### src/rtl/alr_pkg.sv
`default_nettype none

package alr_pkg;

	localparam int COORD_INT_BITS     = 12;
	localparam int COORD_FRAC_BITS    = 4;
	localparam int GRADIENT_FRAC_BITS = 16;
	localparam int ALPHA_BITS         = 8;

	localparam int COORD_W     = COORD_INT_BITS + COORD_FRAC_BITS;
	localparam int MAJOR_W     = COORD_INT_BITS + 1;
	localparam int GRAD_W      = GRADIENT_FRAC_BITS + 2;
	localparam int QUO_W       = GRADIENT_FRAC_BITS + 1;
	localparam int NUM_W       = COORD_W + GRADIENT_FRAC_BITS;
	localparam int SCALE_SH    = GRADIENT_FRAC_BITS - COORD_FRAC_BITS;
	localparam int MINOR_W     = COORD_W + SCALE_SH + 2;
	localparam int MINOR_INT_W = MINOR_W - GRADIENT_FRAC_BITS;
	localparam int GAP_W       = COORD_FRAC_BITS + 1;
	localparam int PROD_W      = GRAD_W + GAP_W + 1;
	localparam int DIV_CNT_W   = $clog2(QUO_W + 1);

	localparam int QUEUE_DEPTH = 2;
	localparam int QPTR_W      = $clog2(QUEUE_DEPTH);
	localparam int QCNT_W      = $clog2(QUEUE_DEPTH + 1);

	localparam logic [GAP_W-1:0] ONE_C = GAP_W'(1 << COORD_FRAC_BITS);
	localparam logic signed [GRAD_W-1:0] ONE_G = GRAD_W'(1 << GRADIENT_FRAC_BITS);
	localparam logic [ALPHA_BITS-1:0] ALPHA_MAX = ALPHA_BITS'((1 << ALPHA_BITS) - 1);
	localparam logic signed [MINOR_INT_W-1:0] PIX_MAX =
		MINOR_INT_W'((1 << (COORD_INT_BITS - 1)) - 1);
	localparam logic signed [MINOR_INT_W-1:0] PIX_MIN =
		MINOR_INT_W'(-(1 << (COORD_INT_BITS - 1)));

	localparam logic OP_START = 1'b0;
	localparam logic OP_STEP  = 1'b1;

	typedef struct packed {
		logic                      operation;
		logic signed [COORD_W-1:0] start_x;
		logic signed [COORD_W-1:0] start_y;
		logic signed [COORD_W-1:0] end_x;
		logic signed [COORD_W-1:0] end_y;
	} in_item_t;

	typedef struct packed {
		logic signed [COORD_INT_BITS-1:0] pixel_x;
		logic signed [COORD_INT_BITS-1:0] pixel_y;
		logic                             partner_on_x;
		logic [ALPHA_BITS-1:0]            alpha_near;
		logic [ALPHA_BITS-1:0]            alpha_far;
		logic                             last_pair;
	} result_t;

	typedef struct packed {
		logic                      steep;
		logic signed [GRAD_W-1:0]  grad;
		logic signed [MINOR_W-1:0] minor0;
		logic signed [MINOR_W-1:0] minor1;
		logic signed [MAJOR_W-1:0] major0;
		logic signed [MAJOR_W-1:0] major1;
		logic [GAP_W-1:0]          gap0;
		logic [GAP_W-1:0]          gap1;
	} line_setup_t;

	typedef struct packed {
		logic        is_start;
		line_setup_t setup;
	} cmd_t;

	typedef enum logic [2:0] {
		F_IDLE,
		F_ORIENT,
		F_ORDER,
		F_LAUNCH,
		F_DIVIDE,
		F_FINISH
	} front_state_t;

	typedef enum logic [1:0] {
		PH_FIRST,
		PH_SECOND,
		PH_INTERIOR
	} phase_t;

	function automatic logic signed [COORD_INT_BITS-1:0] sat_pix(
		input logic signed [MINOR_INT_W-1:0] v);
		logic signed [COORD_INT_BITS-1:0] r;
		if (v > PIX_MAX) begin
			r = PIX_MAX[COORD_INT_BITS-1:0];
		end else if (v < PIX_MIN) begin
			r = PIX_MIN[COORD_INT_BITS-1:0];
		end else begin
			r = v[COORD_INT_BITS-1:0];
		end
		return r;
	endfunction

endpackage

`default_nettype wire

### src/rtl/alr_div.sv
`default_nettype none

module alr_div (
	input  logic                         clk,
	input  logic                         arst_n,
	input  logic                         start,
	input  logic [alr_pkg::NUM_W-1:0]    numer,
	input  logic [alr_pkg::COORD_W-1:0]  denom,
	output logic                         done,
	output logic [alr_pkg::QUO_W-1:0]    quotient
);
	import alr_pkg::*;

	logic [DIV_CNT_W-1:0] cnt_q;
	logic                 done_q;
	logic [COORD_W-1:0]   rem_q;
	logic [QUO_W-1:0]     quo_q;
	logic [COORD_W:0]     trial;
	logic [COORD_W:0]     diff;
	logic                 ge;

	// Restoring division: one quotient bit per cycle, the numerator bits
	// shift out of the quotient register as the result bits shift in.
	assign trial = {rem_q, quo_q[QUO_W-1]};
	assign diff  = trial - {1'b0, denom};
	assign ge    = trial >= {1'b0, denom};

	always_ff @(posedge clk or negedge arst_n) begin
		if (!arst_n) begin
			cnt_q  <= '0;
			done_q <= 1'b0;
		end else if (start) begin
			cnt_q  <= DIV_CNT_W'(QUO_W);
			done_q <= 1'b0;
		end else if (cnt_q != '0) begin
			cnt_q  <= cnt_q - DIV_CNT_W'(1);
			done_q <= (cnt_q == DIV_CNT_W'(1));
		end else begin
			done_q <= 1'b0;
		end
	end

	always_ff @(posedge clk) begin
		if (start) begin
			rem_q <= COORD_W'(numer[NUM_W-1:QUO_W]);
			quo_q <= numer[QUO_W-1:0];
		end else if (cnt_q != '0) begin
			rem_q <= ge ? diff[COORD_W-1:0] : trial[COORD_W-1:0];
			quo_q <= {quo_q[QUO_W-2:0], ge};
		end
	end

	assign done     = done_q;
	assign quotient = quo_q;

endmodule

`default_nettype wire

### src/rtl/alr_front.sv
`default_nettype none

module alr_front (
	input  logic              clk,
	input  logic              arst_n,
	input  alr_pkg::in_item_t item,
	input  logic              push,
	output logic              full,
	output alr_pkg::cmd_t     cmd,
	output logic              cmd_push,
	input  logic              cmd_full
);
	import alr_pkg::*;

	front_state_t state_q, state_d;

	logic signed [COORD_W-1:0] maj0_q, min0_q, maj1_q, min1_q;
	logic                      steep_q;
	logic [COORD_W-1:0]        dx_q, mag_q;
	logic                      dy_neg_q;
	logic signed [GRAD_W-1:0]  grad_q;

	logic signed [COORD_W:0]   dxs, dys, adx_full, ady_full;
	logic [COORD_W-1:0]        adx, ady;
	logic                      swap_ends;
	logic                      div_start, div_done;
	logic [NUM_W-1:0]          numer;
	logic [QUO_W-1:0]          quo;
	logic signed [GRAD_W-1:0]  grad_d;

	logic [COORD_FRAC_BITS-1:0] frac0, frac1;
	logic                       has_frac1;
	logic [GAP_W-1:0]           d1;
	logic signed [PROD_W-1:0]   prod0, prod1, off0, off1;
	logic signed [MINOR_W-1:0]  base0, base1;
	line_setup_t                setup;

	assign dxs      = {maj1_q[COORD_W-1], maj1_q} - {maj0_q[COORD_W-1], maj0_q};
	assign dys      = {min1_q[COORD_W-1], min1_q} - {min0_q[COORD_W-1], min0_q};
	assign adx_full = dxs[COORD_W] ? -dxs : dxs;
	assign ady_full = dys[COORD_W] ? -dys : dys;
	assign adx      = adx_full[COORD_W-1:0];
	assign ady      = ady_full[COORD_W-1:0];
	assign swap_ends = maj0_q > maj1_q;

	assign numer = {mag_q, {GRADIENT_FRAC_BITS{1'b0}}} + NUM_W'(dx_q >> 1);

	alr_div u_div (
		.clk      (clk),
		.arst_n   (arst_n),
		.start    (div_start),
		.numer    (numer),
		.denom    (dx_q),
		.done     (div_done),
		.quotient (quo)
	);

	always_comb begin
		if (dx_q == '0) begin
			grad_d = ONE_G;
		end else if (dy_neg_q) begin
			grad_d = -$signed({1'b0, quo});
		end else begin
			grad_d = $signed({1'b0, quo});
		end
	end

	// Endpoint setup once the gradient is known.
	always_comb begin
		frac0     = maj0_q[COORD_FRAC_BITS-1:0];
		frac1     = maj1_q[COORD_FRAC_BITS-1:0];
		has_frac1 = |frac1;
		d1        = has_frac1 ? ONE_C - {1'b0, frac1} : '0;
		prod0     = grad_q * $signed({1'b0, 1'b0, frac0});
		prod1     = grad_q * $signed({1'b0, d1});
		off0      = prod0 >>> COORD_FRAC_BITS;
		off1      = prod1 >>> COORD_FRAC_BITS;
		base0     = {{(MINOR_W - COORD_W - SCALE_SH){min0_q[COORD_W-1]}},
			min0_q, {SCALE_SH{1'b0}}};
		base1     = {{(MINOR_W - COORD_W - SCALE_SH){min1_q[COORD_W-1]}},
			min1_q, {SCALE_SH{1'b0}}};

		setup.steep  = steep_q;
		setup.grad   = grad_q;
		setup.minor0 = base0 - MINOR_W'(off0);
		setup.minor1 = base1 + MINOR_W'(off1);
		setup.major0 = {maj0_q[COORD_W-1], maj0_q[COORD_W-1:COORD_FRAC_BITS]};
		setup.major1 = {maj1_q[COORD_W-1], maj1_q[COORD_W-1:COORD_FRAC_BITS]}
			+ MAJOR_W'(has_frac1);
		setup.gap0   = ONE_C - {1'b0, frac0};
		setup.gap1   = ONE_C - d1;
	end

	assign full = (state_q != F_IDLE) || cmd_full;

	always_comb begin
		state_d      = state_q;
		cmd_push     = 1'b0;
		div_start    = 1'b0;
		cmd.is_start = (state_q == F_FINISH);
		cmd.setup    = setup;
		case (state_q)
			F_IDLE: begin
				if (push && !full) begin
					if (item.operation == OP_START) begin
						state_d = F_ORIENT;
					end else begin
						cmd_push = 1'b1;
					end
				end
			end
			F_ORIENT: state_d = F_ORDER;
			F_ORDER:  state_d = F_LAUNCH;
			F_LAUNCH: begin
				div_start = 1'b1;
				state_d   = F_DIVIDE;
			end
			F_DIVIDE: begin
				if (div_done) begin
					state_d = F_FINISH;
				end
			end
			F_FINISH: begin
				if (!cmd_full) begin
					cmd_push = 1'b1;
					state_d  = F_IDLE;
				end
			end
			default: state_d = F_IDLE;
		endcase
	end

	always_ff @(posedge clk or negedge arst_n) begin
		if (!arst_n) begin
			state_q <= F_IDLE;
		end else begin
			state_q <= state_d;
		end
	end

	always_ff @(posedge clk) begin
		case (state_q)
			F_IDLE: begin
				if (push && !full && item.operation == OP_START) begin
					maj0_q <= item.start_x;
					min0_q <= item.start_y;
					maj1_q <= item.end_x;
					min1_q <= item.end_y;
				end
			end
			F_ORIENT: begin
				// A steep line walks along y, so the axes trade places.
				steep_q <= ady > adx;
				if (ady > adx) begin
					maj0_q <= min0_q;
					min0_q <= maj0_q;
					maj1_q <= min1_q;
					min1_q <= maj1_q;
				end
			end
			F_ORDER: begin
				dx_q  <= adx;
				mag_q <= ady;
				dy_neg_q <= swap_ends ? (!dys[COORD_W] && (dys != '0)) : dys[COORD_W];
				if (swap_ends) begin
					maj0_q <= maj1_q;
					min0_q <= min1_q;
					maj1_q <= maj0_q;
					min1_q <= min0_q;
				end
			end
			F_DIVIDE: begin
				if (div_done) begin
					grad_q <= grad_d;
				end
			end
			default: begin
			end
		endcase
	end

endmodule

`default_nettype wire

### src/rtl/alr_queue.sv
`default_nettype none

module alr_queue (
	input  logic          clk,
	input  logic          arst_n,
	input  alr_pkg::cmd_t wr_data,
	input  logic          wr_en,
	output logic          full,
	output alr_pkg::cmd_t rd_data,
	input  logic          rd_en,
	output logic          empty
);
	import alr_pkg::*;

	cmd_t               mem_q [QUEUE_DEPTH];
	logic [QPTR_W-1:0]  wr_ptr_q, rd_ptr_q;
	logic [QCNT_W-1:0]  cnt_q;
	logic               do_wr, do_rd;

	assign full    = (cnt_q == QCNT_W'(QUEUE_DEPTH));
	assign empty   = (cnt_q == '0);
	assign do_wr   = wr_en && !full;
	assign do_rd   = rd_en && !empty;
	assign rd_data = mem_q[rd_ptr_q];

	always_ff @(posedge clk or negedge arst_n) begin
		if (!arst_n) begin
			wr_ptr_q <= '0;
			rd_ptr_q <= '0;
			cnt_q    <= '0;
		end else begin
			if (do_wr) begin
				wr_ptr_q <= (wr_ptr_q == QPTR_W'(QUEUE_DEPTH - 1)) ? '0
					: wr_ptr_q + QPTR_W'(1);
			end
			if (do_rd) begin
				rd_ptr_q <= (rd_ptr_q == QPTR_W'(QUEUE_DEPTH - 1)) ? '0
					: rd_ptr_q + QPTR_W'(1);
			end
			if (do_wr && !do_rd) begin
				cnt_q <= cnt_q + QCNT_W'(1);
			end else if (do_rd && !do_wr) begin
				cnt_q <= cnt_q - QCNT_W'(1);
			end
		end
	end

	always_ff @(posedge clk) begin
		if (do_wr) begin
			mem_q[wr_ptr_q] <= wr_data;
		end
	end

endmodule

`default_nettype wire

### src/rtl/alr_back.sv
`default_nettype none

module alr_back (
	input  logic             clk,
	input  logic             arst_n,
	input  alr_pkg::cmd_t    cmd,
	input  logic             cmd_empty,
	output logic             cmd_pop,
	output alr_pkg::result_t result,
	output logic             empty,
	input  logic             pop
);
	import alr_pkg::*;

	logic                      busy_q;
	phase_t                    phase_q;
	logic                      out_valid_q;
	result_t                   out_q;

	logic                      steep_q;
	logic signed [GRAD_W-1:0]  grad_q;
	logic signed [MINOR_W-1:0] acc_q, end_minor_q;
	logic signed [MAJOR_W-1:0] pos_q, end_q;
	logic [GAP_W-1:0]          gap0_q, gap1_q;

	logic                      slot_free, emit, load;
	logic signed [MAJOR_W:0]   pos_inc, end_ext;
	logic                      last_col;
	logic signed [MAJOR_W-1:0] sel_col;
	logic signed [MINOR_W-1:0] sel_minor;
	logic [GAP_W-1:0]          sel_gap;
	logic                      sel_last;
	logic signed [MINOR_INT_W-1:0] minor_int, col_ext;
	logic [ALPHA_BITS-1:0]     frac_byte, near_base;
	logic [ALPHA_BITS+GAP_W-1:0] near_prod, far_prod;
	result_t                   pix;

	assign slot_free = !out_valid_q || pop;
	assign cmd_pop   = !cmd_empty && (cmd.is_start || !busy_q || slot_free);
	assign load      = cmd_pop && cmd.is_start;
	// A step that finds no line in progress is dropped without a result.
	assign emit      = cmd_pop && !cmd.is_start && busy_q;

	assign pos_inc  = {pos_q[MAJOR_W-1], pos_q} + (MAJOR_W + 1)'(1);
	assign end_ext  = {end_q[MAJOR_W-1], end_q};
	assign last_col = pos_inc >= end_ext;

	always_comb begin
		case (phase_q)
			PH_FIRST: begin
				sel_col   = pos_q;
				sel_minor = acc_q;
				sel_gap   = gap0_q;
				sel_last  = 1'b0;
			end
			PH_SECOND: begin
				sel_col   = end_q;
				sel_minor = end_minor_q;
				sel_gap   = gap1_q;
				sel_last  = last_col;
			end
			default: begin
				sel_col   = pos_q;
				sel_minor = acc_q;
				sel_gap   = ONE_C;
				sel_last  = last_col;
			end
		endcase
	end

	always_comb begin
		minor_int = sel_minor[MINOR_W-1:GRADIENT_FRAC_BITS];
		col_ext   = MINOR_INT_W'(sel_col);
		frac_byte = sel_minor[GRADIENT_FRAC_BITS-1 -: ALPHA_BITS];
		near_base = ALPHA_MAX - frac_byte;
		near_prod = {{GAP_W{1'b0}}, near_base} * {{ALPHA_BITS{1'b0}}, sel_gap};
		far_prod  = {{GAP_W{1'b0}}, frac_byte} * {{ALPHA_BITS{1'b0}}, sel_gap};

		pix.pixel_x      = steep_q ? sat_pix(minor_int) : sat_pix(col_ext);
		pix.pixel_y      = steep_q ? sat_pix(col_ext) : sat_pix(minor_int);
		pix.partner_on_x = steep_q;
		pix.alpha_near   = near_prod[COORD_FRAC_BITS +: ALPHA_BITS];
		pix.alpha_far    = far_prod[COORD_FRAC_BITS +: ALPHA_BITS];
		pix.last_pair    = sel_last;
	end

	always_ff @(posedge clk or negedge arst_n) begin
		if (!arst_n) begin
			busy_q      <= 1'b0;
			phase_q     <= PH_FIRST;
			out_valid_q <= 1'b0;
		end else begin
			if (emit) begin
				out_valid_q <= 1'b1;
			end else if (pop) begin
				out_valid_q <= 1'b0;
			end

			if (load) begin
				busy_q  <= 1'b1;
				phase_q <= PH_FIRST;
			end else if (emit) begin
				case (phase_q)
					PH_FIRST: phase_q <= PH_SECOND;
					PH_SECOND: begin
						if (last_col) begin
							busy_q <= 1'b0;
						end else begin
							phase_q <= PH_INTERIOR;
						end
					end
					default: begin
						if (last_col) begin
							busy_q <= 1'b0;
						end
					end
				endcase
			end
		end
	end

	always_ff @(posedge clk) begin
		if (emit) begin
			out_q <= pix;
		end
		if (load) begin
			steep_q     <= cmd.setup.steep;
			grad_q      <= cmd.setup.grad;
			acc_q       <= cmd.setup.minor0;
			end_minor_q <= cmd.setup.minor1;
			pos_q       <= cmd.setup.major0;
			end_q       <= cmd.setup.major1;
			gap0_q      <= cmd.setup.gap0;
			gap1_q      <= cmd.setup.gap1;
		end else if (emit) begin
			// The second endpoint leaves the interior walk where the first left it.
			if (phase_q != PH_SECOND) begin
				acc_q <= acc_q + MINOR_W'(grad_q);
			end
			if (phase_q != PH_FIRST) begin
				pos_q <= pos_q + MAJOR_W'(1);
			end
		end
	end

	assign result = out_q;
	assign empty  = !out_valid_q;

endmodule

`default_nettype wire

### src/rtl/antialiased_line_rasterizer_core.sv
// Antialiased line rasterizer core. A start transaction (operation 0) loads two
// endpoints in signed 12.4 fixed point; each step transaction (operation 1)
// then yields one pixel pair with near and far coverage: the first endpoint
// column, the second endpoint column, then the interior columns in increasing
// order, the final pair carrying last_pair. A step while no line is active
// yields nothing, and a start abandons any line in progress. Steps flow at one
// per cycle through a two-entry command queue into the line walker and its
// output register while each result is popped and no start is in progress. A
// start holds full high for orientation, ordering, divider launch, bit-serial
// gradient division (one quotient bit per cycle, 17 bits) and endpoint setup.
`default_nettype none

module antialiased_line_rasterizer_core (
	input  logic              clk,
	input  logic              arst_n,
	input  alr_pkg::in_item_t item,
	input  logic              push,
	output logic              full,
	output alr_pkg::result_t  result,
	output logic              empty,
	input  logic              pop
);
	import alr_pkg::*;

	cmd_t fq_data, bq_data;
	logic fq_push, q_full, q_empty, q_pop;

	alr_front u_front (
		.clk      (clk),
		.arst_n   (arst_n),
		.item     (item),
		.push     (push),
		.full     (full),
		.cmd      (fq_data),
		.cmd_push (fq_push),
		.cmd_full (q_full)
	);

	alr_queue u_queue (
		.clk     (clk),
		.arst_n  (arst_n),
		.wr_data (fq_data),
		.wr_en   (fq_push),
		.full    (q_full),
		.rd_data (bq_data),
		.rd_en   (q_pop),
		.empty   (q_empty)
	);

	alr_back u_back (
		.clk       (clk),
		.arst_n    (arst_n),
		.cmd       (bq_data),
		.cmd_empty (q_empty),
		.cmd_pop   (q_pop),
		.result    (result),
		.empty     (empty),
		.pop       (pop)
	);

endmodule

`default_nettype wire

### config.mk
export PLATFORM = sky130hd
export DESIGN_NAME = antialiased_line_rasterizer_core
export DESIGN_NICKNAME = d
export VERILOG_FILES = /design/src/rtl/alr_pkg.sv /design/src/rtl/alr_div.sv /design/src/rtl/alr_front.sv /design/src/rtl/alr_queue.sv /design/src/rtl/alr_back.sv /design/src/rtl/antialiased_line_rasterizer_core.sv
export SDC_FILE = /design/constraint.sdc
export NUM_CORES = 1
export LEC_CHECK = 0
export ABC_CLOCK_PERIOD_IN_PS = 9600
export BUFFER_PORTS_ARGS = -buffer_cell sky130_fd_sc_hd__buf_2
export CAP_MARGIN = 20
export CORE_MARGIN = 2
export CORE_UTILIZATION = 58
export DETAILED_ROUTE_END_ITERATION = 6
export HOLD_SLACK_MARGIN = 0.12
export PLACE_DENSITY = 0.79
export SETUP_SLACK_MARGIN = 0.05
export SYNTH_ARGS = -nofsm -noshare
export SYNTH_HDL_FRONTEND = slang
export SYNTH_HIERARCHICAL = 1
export SYNTH_SLANG_ARGS = --single-unit
### constraint.sdc
create_clock -name clk -period 9.6 [get_ports clk]
set_input_delay 0.96 -clock clk [delete_from_list [all_inputs] [get_ports clk]]
set_output_delay 0.96 -clock clk [all_outputs]
set_load 0.03 [all_outputs]
==> results.json <==
{
  "hold_viol": 0,
  "vias_per_cell": 5.97,
  "crit_path_end_kind": "flop",
  "syn2layout_area_growth_pct": 8.14,
  "drt_wl_total_mm": 86.7,
  "clkSinkCount": 531,
  "finalClockSkew_ns": 0.0446,
  "std_cell_rows": 92,
  "ff2ff_setup_slack_ns": 1.51,
  "boundaryPins": 113,
  "post-route-period-util_pct": 84.3,
  "drtIter0Drc": 2586,
  "drc_errors": 0,
  "cts.clk_slew.worst_paths_ns": 0.06,
  "grt_use_total_pct": 26.0,
  "cts_root_buf": "clkbuf_16",
  "rsz0062_at_grt": "false",
  "die_y_um": 257,
  "max_freq_mhz": 124,
  "arrival_ns": 8.53,
  "critPathSlowestCell": "edfxtp_1",
  "tightest_slew_ns": 1.05,
  "vias": 26600,
  "grt_pass1_vias": 25500,
  "r2r_end": "u_queue/mem_q[1][65]$_DFFE_PP_",
  "crit_path_max_fanout": 23,
  "worst_setup_path_start_kind": "flop",
  "place.gp.congestion": 0.935,
  "tns_ns": 0,
  "worstSetupPathType": "reg -> reg",
  "clk_latency_ns": 0.65,
  "core-area_um2": 63200,
  "hold_class": "in -> async",
  "hold_buffers": 0,
  "routedWlPerCell_um": 19.5,
  "maxCapViolCount": 0,
  "cts_inserted_buffers": 57,
  "grt_max_degree": 72,
  "crit_top_cell": "ha_1",
  "nets": 4000,
  "die_w_um": 257,
  "syn_nets": 3957,
  "first_pass_iters": 6,
  "yosysWarnings": 6,
  "antenna_found_initial": 0,
  "io_buffers": 112,
  "reg2regPathDepth": 29,
  "slew_headroom_pct": 29.9,
  "htree_levels": 2,
  "layout-drive-gt1-share_pct": 12.9,
  "critPathMaxStageDelay_ns": 0.66,
  "grt_pass1_wl_mm": 138,
  "period_needed_ns": 8.09,
  "syn_avg_cell_area_um2": 10.6,
  "status": "complete, no violations",
  "drv_slew": 0,
  "finalSetupViolCount": 0,
  "cts_tree": "yes",
  "overflow": 0,
  "utilization_pct": 63.5,
  "antenna_left": 0,
  "synth_cells": 3516,
  "max-clock-path-buffers": 3,
  "netlist_area_um2": 37100,
  "crit_required_ns": 10.04,
  "rr_startpoint": "u_front/maj1_q[0]$_DFFE_PP_",
  "postCtsSetupBuffers": 0,
  "die_area_um2": 66000,
  "start_util_pct": 58.7,
  "hpwlAfterDp_mm": 63.3,
  "cts_resized": 0
}
-- worst max-delay path, delay by kind of cell (launching register included) --
kind / cells / cell delay, ns
simple gates: 6 / 1.74
compound gates: 13 / 2.94
buf+inv: 2 / 0.26
flops: 1 / 0.66
xor+xnor: 1 / 0.14
fa+ha+maj: 7 / 2.18
-- layout by cell type (no fill, tap or decap), types with 57 or more instances in the layout --
| master | instances |
|---|---|
| edfxtp_1 | 513 |
| nand2_1 | 382 |
| inv_1 | 337 |
| ha_1 | 263 |
| nor2_1 | 248 |
| xnor2_1 | 137 |
| a21oi_1 | 131 |
| mux2_2 | 122 |
| and2_1 | 117 |
| buf_2 | 113 |
| fa_1 | 109 |
| o21ai_0 | 103 |
| xor2_1 | 77 |
| a22oi_1 | 66 |
| clkbuf_16 | 57 |
| nand3_1 | 57 |
-- area by class of cell --
class | instances | area, um2
clock buffer | 70 | 1500
antenna | 3 | 7.51
timing repair buffer | 137 | 756
clock inverter | 34 | 390
fill | 4827 | 23100
inverter | 340 | 1280
sequential | 531 | 15900
tap | 846 | 1060
multi-input combinational | 2492 | 19300
-- metrics by stage --
step	hold slack (ns)	setup slack, ns	instance area [um2]	instances
6_report	0.323	1.51	40100	4453
2_1_floorplan	0.424	1.78	37100	3516
3_5_place_dp	0.507	1.53	38200	4345
3_3_place_gp	0.487	1.33	38200	4344
4_1_cts	0.296	1.54	40100	4449
5_1_grt	0.315	0.952	40100	4450
-- sequential cells by signal, indices dropped and copies added, names as in the netlist, 2 cells and up --
register,cells
u_queue/mem_q,216
u_back/result,42
u_back/acc_q,30
u_back/end_minor_q,22
u_back/grad_q,18
u_front/grad_q,18
u_front/u_div/quotient,17
u_front/dx_q,16
u_front/mag_q,16
u_front/maj0_q,16
u_front/maj1_q,16
u_front/min0_q,16
u_front/min1_q,16
u_front/u_div/rem_q,16
u_back/end_q,13
u_back/pos_q,13
u_back/gap0_q,5
u_back/gap1_q,5
u_front/u_div/cnt_q,5
u_front/state_q,3
u_back/phase_q,2
u_queue/cnt_q,2
-- routing by layer --
layer / share of wire (%) / wire, um / GRT usage (%)
met3: 7.3 / 6370 / 3.22
met1: 44 / 38400 / 37.8
met5: 0 / 0 / 0
met2: 46 / 39600 / 41.1
met4: 2.8 / 2410 / 7.61
-- worst max-delay path by stage --
stage | startpoint | endpoint | depth (start not counted)
2_1_floorplan | u_front/maj1_q[0]$_DFFE_PP_ | u_front/maj0_q[0]$_DFFE_PP_ | 25
3_3_place_gp | u_front/maj1_q[0]$_DFFE_PP_ | u_queue/mem_q[0][64]$_DFFE_PP_ | 28
3_5_place_dp | u_front/maj1_q[0]$_DFFE_PP_ | u_queue/mem_q[0][65]$_DFFE_PP_ | 29
4_1_cts | u_front/maj1_q[0]$_DFFE_PP_ | u_queue/mem_q[1][65]$_DFFE_PP_ | 29
5_1_grt | u_front/maj1_q[0]$_DFFE_PP_ | u_queue/mem_q[1][65]$_DFFE_PP_ | 29
6_report | u_front/maj1_q[0]$_DFFE_PP_ | u_queue/mem_q[1][65]$_DFFE_PP_ | 29
Power is left out: the tool's default activity adds up to more than one toggle a clock period on the data nets, which glitch-free logic cannot reach.
